## config.mk

```make
export PLATFORM = sky130hd
export DESIGN_NAME = qr_segment_decoder_core
export DESIGN_NICKNAME = d
export VERILOG_FILES = /design/src/hw/rtl/qrsd_pkg.sv /design/src/hw/rtl/qrsd_front.sv /design/src/hw/rtl/qrsd_queue.sv /design/src/hw/rtl/qrsd_back.sv /design/src/hw/rtl/qr_segment_decoder_core.sv
export VERILOG_INCLUDE_DIRS = /design/src /design/src/hw/rtl
export SDC_FILE = /design/constraint.sdc
export NUM_CORES = 1
export LEC_CHECK = 0
export BUFFER_PORTS_ARGS = -buffer_cell sky130_fd_sc_hd__buf_2
export CELL_PAD_IN_SITES_DETAIL_PLACEMENT = 1
export CELL_PAD_IN_SITES_GLOBAL_PLACEMENT = 1
export CORE_UTILIZATION = 52
export DETAILED_ROUTE_END_ITERATION = 8
export PLACE_DENSITY = 0.86
export SLEW_MARGIN = 0
export SYNTH_ARGS = -nofsm -noshare
export SYNTH_HDL_FRONTEND = slang
export SYNTH_SLANG_ARGS = --single-unit
```

## constraint.sdc

```tcl
create_clock -name clk -period 17.1 [get_ports clk]
set_input_delay 3.42 -clock clk [delete_from_list [all_inputs] [get_ports clk]]
set_output_delay 3.42 -clock clk [all_outputs]
set_load 0.05 [all_outputs]
```

## src/hw/rtl/qr_segment_decoder_core_assert.svh

```systemverilog
// Assertion macros used by the decoder top level.
`ifndef QR_SEGMENT_DECODER_CORE_ASSERT_SVH
`define QR_SEGMENT_DECODER_CORE_ASSERT_SVH

// The consequent must hold in the same cycle as the antecedent.
`define QRSD_ASSERT_SAME(label, clk, rst_n, ante, cons) \
	label: assert property (@(posedge clk) disable iff (!rst_n) (ante) |-> (cons)) \
		else $error("qrsd assertion failed");

// The consequent must hold in the cycle after the antecedent.
`define QRSD_ASSERT_NEXT(label, clk, rst_n, ante, cons) \
	label: assert property (@(posedge clk) disable iff (!rst_n) (ante) |=> (cons)) \
		else $error("qrsd assertion failed");

`endif

```

## src/hw/rtl/qrsd_pkg.sv

```systemverilog
package qrsd_pkg;

	// Result kinds, also used as the segment mode.
	localparam logic [1:0] KIND_NUM   = 2'd0;
	localparam logic [1:0] KIND_ALNUM = 2'd1;
	localparam logic [1:0] KIND_BYTE  = 2'd2;
	localparam logic [1:0] KIND_KANJI = 2'd3;

	// Result status codes.
	localparam logic [1:0] ST_CHAR  = 2'd0;
	localparam logic [1:0] ST_END   = 2'd1;
	localparam logic [1:0] ST_RANGE = 2'd2;

	// Mode field codes of the bitstream.
	localparam logic [3:0] MODE_NUMERIC = 4'd1;
	localparam logic [3:0] MODE_ALNUM   = 4'd2;
	localparam logic [3:0] MODE_BYTE    = 4'd4;
	localparam logic [3:0] MODE_KANJI   = 4'd8;

	// Field widths in bits.
	localparam logic [3:0] W_MODE      = 4'd4;
	localparam logic [3:0] W_CNT_NUM   = 4'd10;
	localparam logic [3:0] W_CNT_ALNUM = 4'd9;
	localparam logic [3:0] W_CNT_OTHER = 4'd8;
	localparam logic [3:0] W_NUM3      = 4'd10;
	localparam logic [3:0] W_NUM2      = 4'd7;
	localparam logic [3:0] W_NUM1      = 4'd4;
	localparam logic [3:0] W_ALNUM2    = 4'd11;
	localparam logic [3:0] W_ALNUM1    = 4'd6;
	localparam logic [3:0] W_BYTE      = 4'd8;
	localparam logic [3:0] W_KANJI     = 4'd13;

	// Largest legal group values.
	localparam logic [12:0] MAX_NUM3   = 13'd999;
	localparam logic [12:0] MAX_NUM2   = 13'd99;
	localparam logic [12:0] MAX_NUM1   = 13'd9;
	localparam logic [12:0] MAX_ALNUM2 = 13'd2024;
	localparam logic [12:0] MAX_ALNUM1 = 13'd44;

	// Reciprocal multipliers for division by constants on bounded values.
	localparam logic [12:0] RECIP_100 = 13'd5243;  // v < 1024, shift 19
	localparam logic [7:0]  RECIP_10  = 8'd205;    // v < 1024, shift 11
	localparam logic [12:0] RECIP_45  = 13'd5826;  // v < 2048, shift 18
	localparam logic [12:0] ALNUM_BASE = 13'd45;
	localparam logic [12:0] DEC_BASE   = 13'd10;

	// Parser phase.
	typedef enum logic [1:0] {
		PH_MODE  = 2'd0,
		PH_COUNT = 2'd1,
		PH_DATA  = 2'd2
	} phase_t;

	// What the back end does with one completed field.
	typedef enum logic [2:0] {
		OP_END    = 3'd0,
		OP_CHAR   = 3'd1,
		OP_RANGE  = 3'd2,
		OP_NUM3   = 3'd3,
		OP_NUM2   = 3'd4,
		OP_ALNUM2 = 3'd5
	} op_t;

	typedef struct packed {
		op_t         op;
		logic [1:0]  kind;
		logic [12:0] value;
	} job_t;

	typedef struct packed {
		logic [1:0]  kind;
		logic [12:0] value;
		logic [1:0]  status;
	} result_t;

endpackage

```

## src/hw/rtl/qrsd_front.sv

```systemverilog
module qrsd_front import qrsd_pkg::*; (
	input  logic        clk,
	input  logic        arst_n,
	input  logic        take,
	input  logic [3:0]  nibble,
	input  logic        first,
	output logic        job_valid,
	output job_t        job
);

	logic [12:0] buf_q;
	logic [3:0]  held_q;
	phase_t      phase_q;
	logic [1:0]  mode_q;
	logic [9:0]  left_q;
	logic        done_q;

	logic [12:0] w_buf;
	logic [3:0]  w_held;
	phase_t      w_phase;
	logic [1:0]  w_mode;
	logic [9:0]  w_left;
	logic        w_done;
	logic [12:0] w_v;
	logic [9:0]  w_used;

	// Width of the field now being gathered.
	function automatic logic [3:0] field_width(phase_t ph, logic [1:0] md, logic [9:0] lf);
		logic [3:0] w;
		w = W_MODE;
		unique case (ph)
			PH_COUNT: begin
				unique case (md)
					KIND_NUM:   w = W_CNT_NUM;
					KIND_ALNUM: w = W_CNT_ALNUM;
					default:    w = W_CNT_OTHER;
				endcase
			end
			PH_DATA: begin
				unique case (md)
					KIND_NUM:   w = (lf >= 10'd3) ? W_NUM3 : ((lf == 10'd2) ? W_NUM2 : W_NUM1);
					KIND_ALNUM: w = (lf >= 10'd2) ? W_ALNUM2 : W_ALNUM1;
					KIND_BYTE:  w = W_BYTE;
					default:    w = W_KANJI;
				endcase
			end
			default: w = W_MODE;
		endcase
		return w;
	endfunction

	// Shift the four bits in one by one; at most one field completes per nibble.
	always_comb begin
		w_buf     = first ? '0 : buf_q;
		w_held    = first ? '0 : held_q;
		w_phase   = first ? PH_MODE : phase_q;
		w_mode    = first ? KIND_NUM : mode_q;
		w_left    = first ? '0 : left_q;
		w_done    = first ? 1'b0 : done_q;
		w_v       = '0;
		w_used    = '0;
		job_valid = 1'b0;
		job.op    = OP_END;
		job.kind  = KIND_NUM;
		job.value = '0;
		for (int i = 3; i >= 0; i--) begin
			if (!w_done) begin
				w_buf  = {w_buf[11:0], nibble[2'(i)]};
				w_held = w_held + 4'd1;
				if (w_held >= field_width(w_phase, w_mode, w_left)) begin
					w_v    = w_buf;
					w_buf  = '0;
					w_held = '0;
					unique case (w_phase)
						PH_COUNT: begin
							w_left  = w_v[9:0];
							w_phase = (w_left == 10'd0) ? PH_MODE : PH_DATA;
						end
						PH_DATA: begin
							job_valid = 1'b1;
							job.kind  = w_mode;
							job.value = w_v;
							job.op    = OP_CHAR;
							w_used    = 10'd1;
							unique case (w_mode)
								KIND_NUM: begin
									if (w_left >= 10'd3) begin
										w_used = 10'd3;
										job.op = (w_v > MAX_NUM3) ? OP_RANGE : OP_NUM3;
									end else if (w_left == 10'd2) begin
										w_used = 10'd2;
										job.op = (w_v > MAX_NUM2) ? OP_RANGE : OP_NUM2;
									end else begin
										job.op = (w_v > MAX_NUM1) ? OP_RANGE : OP_CHAR;
									end
								end
								KIND_ALNUM: begin
									if (w_left >= 10'd2) begin
										w_used = 10'd2;
										job.op = (w_v > MAX_ALNUM2) ? OP_RANGE : OP_ALNUM2;
									end else begin
										job.op = (w_v > MAX_ALNUM1) ? OP_RANGE : OP_CHAR;
									end
								end
								default: job.op = OP_CHAR;
							endcase
							w_left = (w_left > w_used) ? (w_left - w_used) : '0;
							if (w_left == 10'd0) begin
								w_phase = PH_MODE;
							end
						end
						default: begin
							unique case (w_v[3:0])
								MODE_NUMERIC: begin
									w_mode  = KIND_NUM;
									w_phase = PH_COUNT;
								end
								MODE_ALNUM: begin
									w_mode  = KIND_ALNUM;
									w_phase = PH_COUNT;
								end
								MODE_BYTE: begin
									w_mode  = KIND_BYTE;
									w_phase = PH_COUNT;
								end
								MODE_KANJI: begin
									w_mode  = KIND_KANJI;
									w_phase = PH_COUNT;
								end
								default: begin
									job_valid = 1'b1;
									job.op    = OP_END;
									job.kind  = KIND_NUM;
									job.value = '0;
									w_done    = 1'b1;
									w_phase   = PH_MODE;
								end
							endcase
						end
					endcase
				end
			end
		end
	end

	// Parser state advances on every accepted item.
	always_ff @(posedge clk or negedge arst_n) begin
		if (!arst_n) begin
			buf_q   <= '0;
			held_q  <= '0;
			phase_q <= PH_MODE;
			mode_q  <= KIND_NUM;
			left_q  <= '0;
			done_q  <= 1'b0;
		end else if (take) begin
			buf_q   <= w_buf;
			held_q  <= w_held;
			phase_q <= w_phase;
			mode_q  <= w_mode;
			left_q  <= w_left;
			done_q  <= w_done;
		end
	end

endmodule

```

## src/hw/rtl/qrsd_queue.sv

```systemverilog
module qrsd_queue import qrsd_pkg::*; #(
	parameter int DEPTH = 4
) (
	input  logic clk,
	input  logic arst_n,
	input  logic wr_en,
	input  job_t wr_data,
	output logic full,
	input  logic rd_en,
	output job_t rd_data,
	output logic empty
);

	localparam int PTR_W = (DEPTH > 1) ? $clog2(DEPTH) : 1;
	localparam int CNT_W = $clog2(DEPTH + 1);

	job_t             mem_q [DEPTH];
	logic [PTR_W-1:0] wr_ptr_q;
	logic [PTR_W-1:0] rd_ptr_q;
	logic [CNT_W-1:0] count_q;
	logic             do_wr;
	logic             do_rd;

	assign full    = (count_q == CNT_W'(DEPTH));
	assign empty   = (count_q == '0);
	assign do_wr   = wr_en && !full;
	assign do_rd   = rd_en && !empty;
	assign rd_data = mem_q[rd_ptr_q];

	// Job storage.
	always_ff @(posedge clk) begin
		if (do_wr) begin
			mem_q[wr_ptr_q] <= wr_data;
		end
	end

	// Pointers and fill count.
	always_ff @(posedge clk or negedge arst_n) begin
		if (!arst_n) begin
			wr_ptr_q <= '0;
			rd_ptr_q <= '0;
			count_q  <= '0;
		end else begin
			if (do_wr) begin
				wr_ptr_q <= (wr_ptr_q == PTR_W'(DEPTH - 1)) ? '0 : wr_ptr_q + 1'b1;
			end
			if (do_rd) begin
				rd_ptr_q <= (rd_ptr_q == PTR_W'(DEPTH - 1)) ? '0 : rd_ptr_q + 1'b1;
			end
			if (do_wr && !do_rd) begin
				count_q <= count_q + 1'b1;
			end else if (do_rd && !do_wr) begin
				count_q <= count_q - 1'b1;
			end
		end
	end

endmodule

```

## src/hw/rtl/qrsd_back.sv

```systemverilog
module qrsd_back import qrsd_pkg::*; (
	input  logic        clk,
	input  logic        arst_n,
	input  job_t        q_data,
	input  logic        q_empty,
	output logic        q_pop,
	output logic        empty,
	input  logic        pop,
	output logic [1:0]  kind,
	output logic [12:0] value,
	output logic [1:0]  status,
	output logic        last
);

	// Stage 1: the job with its quotients.
	logic        valid_s1;
	job_t        job_s1;
	logic [3:0]  q100_s1;
	logic [6:0]  q10_s1;
	logic [5:0]  q45_s1;

	// Stage 2: the expanded results, delivered one per cycle while pop is high.
	logic        valid_s2;
	result_t     ent_s2 [3];
	logic [1:0]  cnt_s2;
	logic [1:0]  idx_s2;

	logic [22:0] p100;
	logic [17:0] p10;
	logic [23:0] p45;
	result_t     ent_n [3];
	logic [1:0]  cnt_n;
	logic        is_last;
	logic        s2_free;
	logic        s1_ready;

	// Handshake between the stages.
	assign is_last  = (idx_s2 == cnt_s2 - 2'd1);
	assign s2_free  = !valid_s2 || (pop && is_last);
	assign s1_ready = !valid_s1 || s2_free;
	assign q_pop    = !q_empty && s1_ready;

	// Division by 100, 10 and 45 through reciprocal multiplication.
	assign p100 = 23'(q_data.value[9:0]) * 23'(RECIP_100);
	assign p10  = 18'(q_data.value[9:0]) * 18'(RECIP_10);
	assign p45  = 24'(q_data.value[10:0]) * 24'(RECIP_45);

	always_ff @(posedge clk or negedge arst_n) begin
		if (!arst_n) begin
			valid_s1 <= 1'b0;
		end else if (s1_ready) begin
			valid_s1 <= !q_empty;
		end
	end

	always_ff @(posedge clk) begin
		if (q_pop) begin
			job_s1  <= q_data;
			q100_s1 <= p100[22:19];
			q10_s1  <= p10[17:11];
			q45_s1  <= p45[23:18];
		end
	end

	// Remainders and the list of results for one job.
	always_comb begin
		for (int i = 0; i < 3; i++) begin
			ent_n[i].kind   = job_s1.kind;
			ent_n[i].value  = job_s1.value;
			ent_n[i].status = ST_CHAR;
		end
		cnt_n = 2'd1;
		unique case (job_s1.op)
			OP_END: begin
				ent_n[0].status = ST_END;
			end
			OP_RANGE: begin
				ent_n[0].status = ST_RANGE;
			end
			OP_NUM3: begin
				cnt_n = 2'd3;
				ent_n[0].value = 13'(q100_s1);
				ent_n[1].value = 13'(q10_s1) - 13'(q100_s1) * DEC_BASE;
				ent_n[2].value = job_s1.value - 13'(q10_s1) * DEC_BASE;
			end
			OP_NUM2: begin
				cnt_n = 2'd2;
				ent_n[0].value = 13'(q10_s1);
				ent_n[1].value = job_s1.value - 13'(q10_s1) * DEC_BASE;
			end
			OP_ALNUM2: begin
				cnt_n = 2'd2;
				ent_n[0].value = 13'(q45_s1);
				ent_n[1].value = job_s1.value - 13'(q45_s1) * ALNUM_BASE;
			end
			default: begin
				cnt_n = 2'd1;
			end
		endcase
	end

	always_ff @(posedge clk or negedge arst_n) begin
		if (!arst_n) begin
			valid_s2 <= 1'b0;
			idx_s2   <= '0;
		end else if (s2_free) begin
			valid_s2 <= valid_s1;
			idx_s2   <= '0;
		end else if (pop) begin
			idx_s2 <= idx_s2 + 2'd1;
		end
	end

	always_ff @(posedge clk) begin
		if (s2_free && valid_s1) begin
			ent_s2 <= ent_n;
			cnt_s2 <= cnt_n;
		end
	end

	// Result channel.
	assign empty  = !valid_s2;
	assign kind   = ent_s2[idx_s2].kind;
	assign value  = ent_s2[idx_s2].value;
	assign status = ent_s2[idx_s2].status;
	assign last   = is_last;

endmodule

```

## src/hw/rtl/qr_segment_decoder_core.sv

```systemverilog
// QR code data segment decoder, versions 1 to 9.
// Input channel: the bitstream arrives one nibble per item, most significant bit
// first, with first set on the first nibble of a new bitstream. An item is taken
// at a clock edge with push high and full low.
// Result channel: while empty is low the oldest result sits on kind, value,
// status and last; pop high at a clock edge takes it. last marks the final
// result caused by one nibble; a nibble that completes no data field or end mark gives none.
// A job passes through the job queue and the expansion stages before its results can be popped.
// Throughput: one nibble per cycle is taken while full is low; results leave at
// one per cycle while pop is high, so a three-digit numeric group, which gives
// three results, holds the result port longest and the result port sets the
// sustained rate for numeric data.
// Reset clears the parser state and all queued work; the block is ready as soon
// as reset is released. When the receiver stalls, the job queue of QUEUE_DEPTH
// entries fills and full rises until pop resumes.
`include "qr_segment_decoder_core_assert.svh"

module qr_segment_decoder_core import qrsd_pkg::*; #(
	parameter int QUEUE_DEPTH = 4
) (
	input  logic        clk,
	input  logic        arst_n,
	input  logic        push,
	output logic        full,
	input  logic [3:0]  nibble,
	input  logic        first,
	output logic        empty,
	input  logic        pop,
	output logic [1:0]  kind,
	output logic [12:0] value,
	output logic [1:0]  status,
	output logic        last
);

	logic take;
	logic job_valid;
	job_t job;
	job_t q_data;
	logic q_empty;
	logic q_pop;

	assign take = push && !full;

	// Parser: gathers fields and classifies completed groups.
	qrsd_front u_front (
		.clk       (clk),
		.arst_n    (arst_n),
		.take      (take),
		.nibble    (nibble),
		.first     (first),
		.job_valid (job_valid),
		.job       (job)
	);

	// Job queue between parser and result expansion.
	qrsd_queue #(
		.DEPTH (QUEUE_DEPTH)
	) u_queue (
		.clk     (clk),
		.arst_n  (arst_n),
		.wr_en   (take && job_valid),
		.wr_data (job),
		.full    (full),
		.rd_en   (q_pop),
		.rd_data (q_data),
		.empty   (q_empty)
	);

	// Expansion of jobs into results.
	qrsd_back u_back (
		.clk     (clk),
		.arst_n  (arst_n),
		.q_data  (q_data),
		.q_empty (q_empty),
		.q_pop   (q_pop),
		.empty   (empty),
		.pop     (pop),
		.kind    (kind),
		.value   (value),
		.status  (status),
		.last    (last)
	);

	// An end result carries no character and closes its nibble.
	`QRSD_ASSERT_SAME(a_end_shape, clk, arst_n, !empty && status == ST_END, kind == KIND_NUM && value == 13'd0 && last)
	// Decimal digits stay below ten.
	`QRSD_ASSERT_SAME(a_digit_range, clk, arst_n, !empty && status == ST_CHAR && kind == KIND_NUM, value <= MAX_NUM1)
	// Alphanumeric indices stay below forty-five.
	`QRSD_ASSERT_SAME(a_alnum_range, clk, arst_n, !empty && status == ST_CHAR && kind == KIND_ALNUM, value <= MAX_ALNUM1)
	// A result that is not the last of its nibble is followed by another one.
	`QRSD_ASSERT_NEXT(a_group_cont, clk, arst_n, !empty && pop && !last, !empty)

endmodule
```

# Word-level counts from Yosys, hierarchy flattened
# Memory sizes are Yosys's and may differ from the RTL's.
# Cells that the tools add are included.
# op_classes
bitwise	1
order_cmp	27
n_eq_ne	44
mux	222
reduce_logical	42
addsub	17
multipliers	6
# op_table
operator	n
$mux 10	29
$mux 18	12
$pmux 10 s2	8
$mux 12	9
$pmux 18 s2	3
$mux 2	50
$mux 4	21
$ge 10x2->1 const B	8
$logic_not 10->1	8
$pmux 13 s3	2
$mux 3	18
$pmux 4 s3	4
$eq 10x2->1 const B	4
$gt 10x10->1	4
$pmux 2 s2	10
$sub 10x10->10	4
$mux 1	36
$bmux 17 s2	1
$mux 17	2
$pmux 2 s4	4
$pmux 4 s2	4
$gt 13x10->1 const B	2
$gt 13x11->1 const B	2
$gt 13x4->1 const B	2
other kinds (39)	112
# totals
n_memories	1
inputBits	9
wordCells	384
regBits	122
mem_bits_rw	72
output_inout_bits	20
# mem_list
name	words	width	read_ports	rd_ports_with_merged_regs	wr	line	source
u_queue.mem_q	4	18	1	0	1	qrsd_queue.sv:17	job_t mem_q [DEPTH];

# Longest topological paths before layout
# Gate-level depths: netlist of run 1.
# depth
ltp_word	59
ltp_mapped	78
depth_no_buf	67

# Modules after synthesis
# Synthesis of run 1 repeated with hierarchy kept, for this count alone.
# hier_totals
hier_cells	2320
hier_area_um2	21483.1
# by_module_without_submodules
module	seq_area_each_um2	area_each_um2	cells_per_inst	instances
qrsd_back	2502.4	10996.8	1090	1
qrsd_front	775.7	7437.1	1097	1
qrsd_queue	2337.2	3034.2	131	1
qr_segment_decoder_core	0.0	15.0	2	1

# Least setup slack after synthesis of run 1
# OpenSTA, ideal clock, no wires.
# synth_timing
kind	input to register
start	in first
end	reg u_queue.count_q[2]
slack_ps	-421
path_buffers	12
setup_ps	79
required_time_ps	17021
t_arrival_ps	17441
cell_stages	76
cell_sequence	clkbuf_1 buf_2 buf_1 clkbuf_1 buf_1 nor2_1 a21oi_1 o21ai_0 ha_1 fa_1 clkbuf_1 inv_1 mux2i_1 o311a_1 nand4_1 or3_1 o32a_1 nor3_1 [40 not listed] buf_2 or3_1 a31oi_1 ha_1 nand2b_1 a21o_1 a21o_1 a21oi_1 or2_1 clkbuf_1 o21ai_0 a21oi_1 ha_1 inv_1 fa_1 xor2_1 nor2_1 xor2_1
# synth_between
elab_chain_cells	51
word_cells_on_any_way	218
cone_classes	add/sub (7); order compare (15); eq/ne (36); mux (137); reduce/logical (23)
# synth_rtl
element	line	source
start: declaration	qr_segment_decoder_core.sv:26	input logic first,
branches (longest 45 deep; another with $ge 10x2->1)	--	
$mux 1 *	qrsd_front.sv:67	if (!w_done) begin
$logic_and 1x1->1 *	qr_segment_decoder_core.sv:61	.wr_en (take && job_valid),
$logic_and 1x1->1 *	qrsd_queue.sv:26	assign do_wr = wr_en && !full;
net u_queue.do_wr	qrsd_queue.sv:21	logic do_wr;
$logic_not 1->1	qrsd_queue.sv:52	end else if (do_rd && !do_wr) begin
$logic_and 1x1->1	qrsd_queue.sv:52	
$reduce_bool 2->1 (no source line)	--	
end signal: assignment	qrsd_queue.sv:51	count_q <= count_q + 1'b1;
end signal: assignment	qrsd_queue.sv:53	count_q <= count_q - 1'b1;
end: declaration	qrsd_queue.sv:20	logic [CNT_W-1:0] count_q;
# Mark *: on every way through the listed nets, which the timed path passes. The select of a mux whose other input is x is not followed.
# A chain may end at the register's enable or synchronous reset.

# Worst setup path after layout of run 1
# Ends and elaborated chain as after synthesis.

==> results of run 1 <==
-- cells by family after synthesis --
logic type | share of synthesized area (%)
and+or+nand+nor | 13.4
xor gates and xnor gates | 3.10
buffers and inverters | 7.02
muxes | 3.65
AOI/OAI and AO/OA | 19.4
DFF | 27.3
adders and majority gates | 26.2
-- layout make-up --
cell class | count | area, µm²
fill | 4428 | 16500
multi-input combinational | 1660 | 13700
sequential | 194 | 5620
inverter | 285 | 1070
timing repair buffer | 102 | 703
tap | 518 | 648
clock buffer | 17 | 425
clock inverter | 15 | 208
antenna | 1 | 2.50
-- synthesized netlist by cell type (18+ instances only) --
cell type and number:
mux4_2 18, nor2b_1 28, nand2b_1 22, nand2_1 185, inv_1 284, o22ai_1 20
o21bai_1 18, a22oi_1 40, o211ai_1 18, mux2i_1 29, dfrtp_1 42, nor2_1 129
xnor2_1 48, clkbuf_1 69, o21a_1 22, fa_1 99, nand3_1 51, edfxtp_1 152
o21ai_0 125, a21o_1 48, a21oi_1 130, ha_1 272, xor2_1 25, a31oi_1 24
nor3_1 46
-- worst register-to-register path: cells and delay by family (launching register included) --
family	cells	cell delay (ns)
flip-flops	1	0.56
AND/OR/NAND/NOR	22	3.66
multiplexers	2	0.33
adder cells (fa/ha/maj)	10	2.99
XOR/XNOR	2	0.30
AO/OA/AOI/OAI	21	4.77
buffers and inverters	8	1.28
-- final timing paths --
path,cells after the start,end,from,slack [ns]
max in group asynchronous,2,u_front.mode_q[0],arst_n,13.51
min in group asynchronous,2,u_back.idx_s2[1],arst_n,3.09
worst max-delay path,65,u_queue.count_q[2],first,0.73
worst max register to register,65,u_queue.count_q[2],u_front.left_q[5],3.13
worst min-delay path,0,u_back.ent_s2[33],u_back.ent_n[16],0.44
worst min register to register,0,u_back.ent_s2[33],u_back.ent_n[16],0.44
-- metal layers --
layer	global-route usage, %	up-vias	routed length, µm
met1	45.2	9422	29200
met3	7.48	410	5860
met5	0	-	10
met4	28.1	2	6620
li1	-	8084	-
met2	68.8	1110	38600
-- metrics by stage --
step | util [%] | hold WS [ns] | TNS [ns] | setup WS (ns)
2_1_floorplan | - | 0.400 | 0 | 0.0610
3_3_place_gp | 55.6 | 0.406 | 0 | 0.372
3_5_place_dp | 55.6 | 0.406 | -0.284 | -0.172
4_1_cts | 57.2 | 0.429 | 0 | 0.194
5_1_grt | 57.5 | 0.450 | -0.0418 | -0.0418
6_report | 57.5 | 0.437 | 0 | 0.735
-- timing repair --
action	in CTS	in global routing
gates resized for setup	0	24
hold buffers	0	0
setup endpoints to repair	0	174
-- sequential cells by signal, summed over array words and instances, names as in the netlist, 3 cells and up --
register         cells
u_front.left_q      10
u_queue.mem_q       72
u_front.held_q       4
u_front.buf_q       12
u_back.job_s1       16
u_back.q45_s1        6
u_back.q10_s1        7
u_queue.count_q      3
u_back.q100_s1       4
u_back.ent_s2       43
==> flow_summary.toml, run 1 <==
[detailed_routing]
postRouteAntennaNets = 0
drt_iter0_drc = 1959
drtPass1Iterations = 6
drt_wl_total_mm = 80.3
wire_per_inst_um = 28.8
drt-vias-per-instance = 6.82
drc = 0
via_count = 19000

[logic_synthesis]
postSynthCellCount = 2228
synth_cell_types = 94
synth_top_cell_by_area = "edfxtp_1"
ys_seq_elements = 194
syn_area_um2 = 20600
syn_nets = 2608
async_reset_ff_share_pct = 21.6
synth_warnings = 0
seq_area_frac_synth_pct = 27.3
synth_flop_cell = "edfxtp_1"
synth_top_area_share_pct = 22.2
synth_edf_count = 152
synth.area.top_cells = "edfxtp_1, ha_1, fa_1, inv_1, dfrtp_1"
syn_area_per_cell_um2 = 9.24

[timing]
timing.slew.headroom_pct = 22.0
clock.fmax_ghz = 0.0611
fin_crit_ns = 16.37
setup_violations = 0
finalHoldViolations = 0
finalCritPeriodShare_pct = 95.7
tightest_slew_ns = 1.17
fin_skew_ns = 0.0156
slew_violations = 0

[cts]
htreeDepth = 4
clkTransAtPathRegs_ns = 0.09
cts_buffers = 17
cts_tree = "done"
cts.sinks = 194
post-cts-setup-buffer-count = 0
cts_buffer_depth = 2
worstSkewPairLatency_ns = 0.47
root_buffer = "clkbuf_16"

[setup_path]
endpoint_kind = "register"
cp_slowest_cell = "fa_1"
critical-path-top-delay-family = "compound AO/OA/AOI/OAI gates"
start_kind = "input port"
cp_num_buf_inv = 9
cp.required_ns = 17.49
max_stage_delay_ns = 0.46
path_class = "input port to register"
critPathArrivalTime_ns = 16.75
path_max_fanout = 22

[place]
dpl.hpwl_mm = 58.6
port_buffers = 26
dp_cells = 2759
gp_congestion = 0.945
dpl_cell_area_um2 = 21600

[final_layout]
drive_gt1_share_pct = 9.59
final_cell_mix = "inv_1, ha_1, nand2_1"
design_area_um2 = 22300
areaGrowthSynthToFinish_pct = 8.43
stdcell_count = 2792
final_common_cell = "inv_1"
nets = 2640

[global_route]
grt_remaining_overflow = 0
antenna_found_initial = 2
track_usage_pct = 40.2
grt_pass1_wl_mm = 124
grt_pass1_vias = 20700
grt_max_degree = 46

[outcome]
status = "completed"

[floorplan]
io_pins = 29
die_w_um = 201
dieArea_um2 = 40400
start_util_pct = 53.0
core-area_um2 = 38800
row_count = 72
fp.dieH_um = 201

[run]
max_cap_viol_count = 0

[min_path]
hp-class = "register to register"
Power of run 1 is left out: the tool's default activity adds up to more than one toggle a clock period on the data nets, which glitch-free logic cannot reach.
==> inputs of run 2 (changes only) <==
- REMOVE_ABC_BUFFERS: default -> 1
==> flow_summary.toml, run 2 (synthesis results as in run 1) <==
[outcome]
status = "completed"

[setup_path]
crit_top_cell = "ha_1"
path_max_fanout = 12
cp-startpoint = "first"
reg2regPathDepth = 67
cp_slowest_cell = "a2111o_1"
endpoint_kind = "register"
critPathArrivalTime_ns = 16.67
max_stage_delay_ns = 0.49
r2r_start = "u_front.left_q[6]"
r2r-end = "u_queue.count_q[2]"
endpoint = "u_queue.count_q[2]"
r2r_slack_ns = 3.08
start_kind = "input port"
cp.required_ns = 17.44
path_class = "input port to register"

[timing]
clock.fmax_ghz = 0.0613
tns_ns = 0
setup_violations = 0
fin_crit_ns = 16.32
timing.slew.headroom_pct = 14.2
finalCritPeriodShare_pct = 95.5
slew_violations = 0
tightest_slew_ns = 1.28
fin_skew_ns = 0.0218
finalHoldViolations = 0

[cts]
cts_buffers = 17
cts_buffer_depth = 2
post-cts-setup-buffer-count = 0
cts.sinks = 194
clkTransAtPathRegs_ns = 0.08
worstSkewPairLatency_ns = 0.47
root_buffer = "clkbuf_16"
cts_tree = "done"
cts_hold_buffers = 0
htreeDepth = 4

[detailed_routing]
drt_iter0_drc = 1698
drc = 0
drt-vias-per-instance = 6.73
drtPass1Iterations = 6
via_count = 18800
wire_per_inst_um = 28.7
drt_wl_total_mm = 80.3
postRouteAntennaNets = 0

[place]
gp_congestion = 0.951
dpl_cell_area_um2 = 21700
port_buffers = 26
dpl.hpwl_mm = 59.1

[run]
max_cap_viol_count = 0

[global_route]
grt_remaining_overflow = 0
grt_pass1_vias = 20500
track_usage_pct = 40.1
grt_max_degree = 46
antenna_found_initial = 3
grt_pass1_wl_mm = 123

[floorplan]
core-area_um2 = 38800
row_count = 72
fp.dieH_um = 201
die_w_um = 201
start_util_pct = 53.0
dieArea_um2 = 40400
io_pins = 29

[final_layout]
areaGrowthSynthToFinish_pct = 8.70
regMostFlops = "u_queue.mem_q"
final_cell_mix = "inv_1, ha_1, nand2_1"
nets = 2648
design_area_um2 = 22400
reg.largest.list = "u_queue.mem_q (72), u_back.ent_s2 (43), u_back.job_s1 (16)"
final_common_cell = "inv_1"
drive_gt1_share_pct = 9.91
n_fill_cell = 4420
largest_reg_flops = 72

[min_path]
hp-class = "register to register"
run 2: cell types whose count changed in the layout (fill, tap and decap cells not counted), moves of 2 or more:
cell and change:
buf_12 +4, buf_4 +4, clkinv_4 -2, ha_1 -2, ha_2 +2, inv_6 +2
nor3_2 +2
run 2: worst max-delay path, delay by kind of cell:
| kind | cells | cell delay [ns] |
|---|---|---|
| AOI/OAI and AO/OA | 23 | 4.74 |
| xor gates and xnor gates | 2 | 0.33 |
| adders and majority gates | 7 | 1.90 |
| buffers and inverters | 9 | 1.44 |
| and+or+nand+nor | 28 | 4.84 |
run 2: worst min-delay path by stage:
stage / startpoint / end / slack (ns) / cells past startpoint
final: u_back.ent_n[16] / u_back.ent_s2[33] / 0.43 / 0
after global routing: u_back.ent_n[16] / u_back.ent_s2[33] / 0.44 / 0
after CTS: u_back.ent_n[16] / u_back.ent_s2[33] / 0.43 / 0
after detailed placement: u_back.ent_n[16] / u_back.ent_s2[33] / 0.41 / 0
after global placement: u_back.ent_n[15] / u_back.ent_s2[32] / 0.41 / 0
after floorplan: u_back.ent_n[15] / u_back.ent_s2[32] / 0.40 / 0
run 2: metal layers:
layer  vias to the layer above  wire, µm  GRT usage [%]
met5                         -        27              0
met4                         4      6660           29.2
met3                       407      5120           7.11
met2                       981     39400           69.3
met1                      9363     29000           44.5
li1                       8094         -              -
run 2: layout make-up:
type	count	area [µm²]	share of cell area, %
Antenna cell	1	2.50	0.0112
Clock inverter	14	180	0.805
Multi-Input combinational cell	1660	13600	60.9
Inverter	285	1070	4.78
Timing Repair Buffer	110	811	3.62
Clock buffer	18	429	1.92
Tap cell	518	648	2.89
Sequential cell	194	5620	25.1
run 2: metrics by stage:
step                util (%)  worst slack (ns)  hold slack (ns)  cells
detailed placement      55.9           -0.0166            0.413   2767
global route            57.7          -0.00367            0.440   2799
floorplan                  -             0.674            0.400   2139
CTS                     57.4             0.293            0.433   2799
finish                  57.7             0.777            0.430   2800
global placement        55.9             0.417            0.405   2767
run 2: repair_timing:
item,4_1_cts,5_1_grt
endpoints found under the setup margin,0,178
resized for setup,0,25
hold endpoints to repair,0,0
Power of run 2 is left out for the same reason.
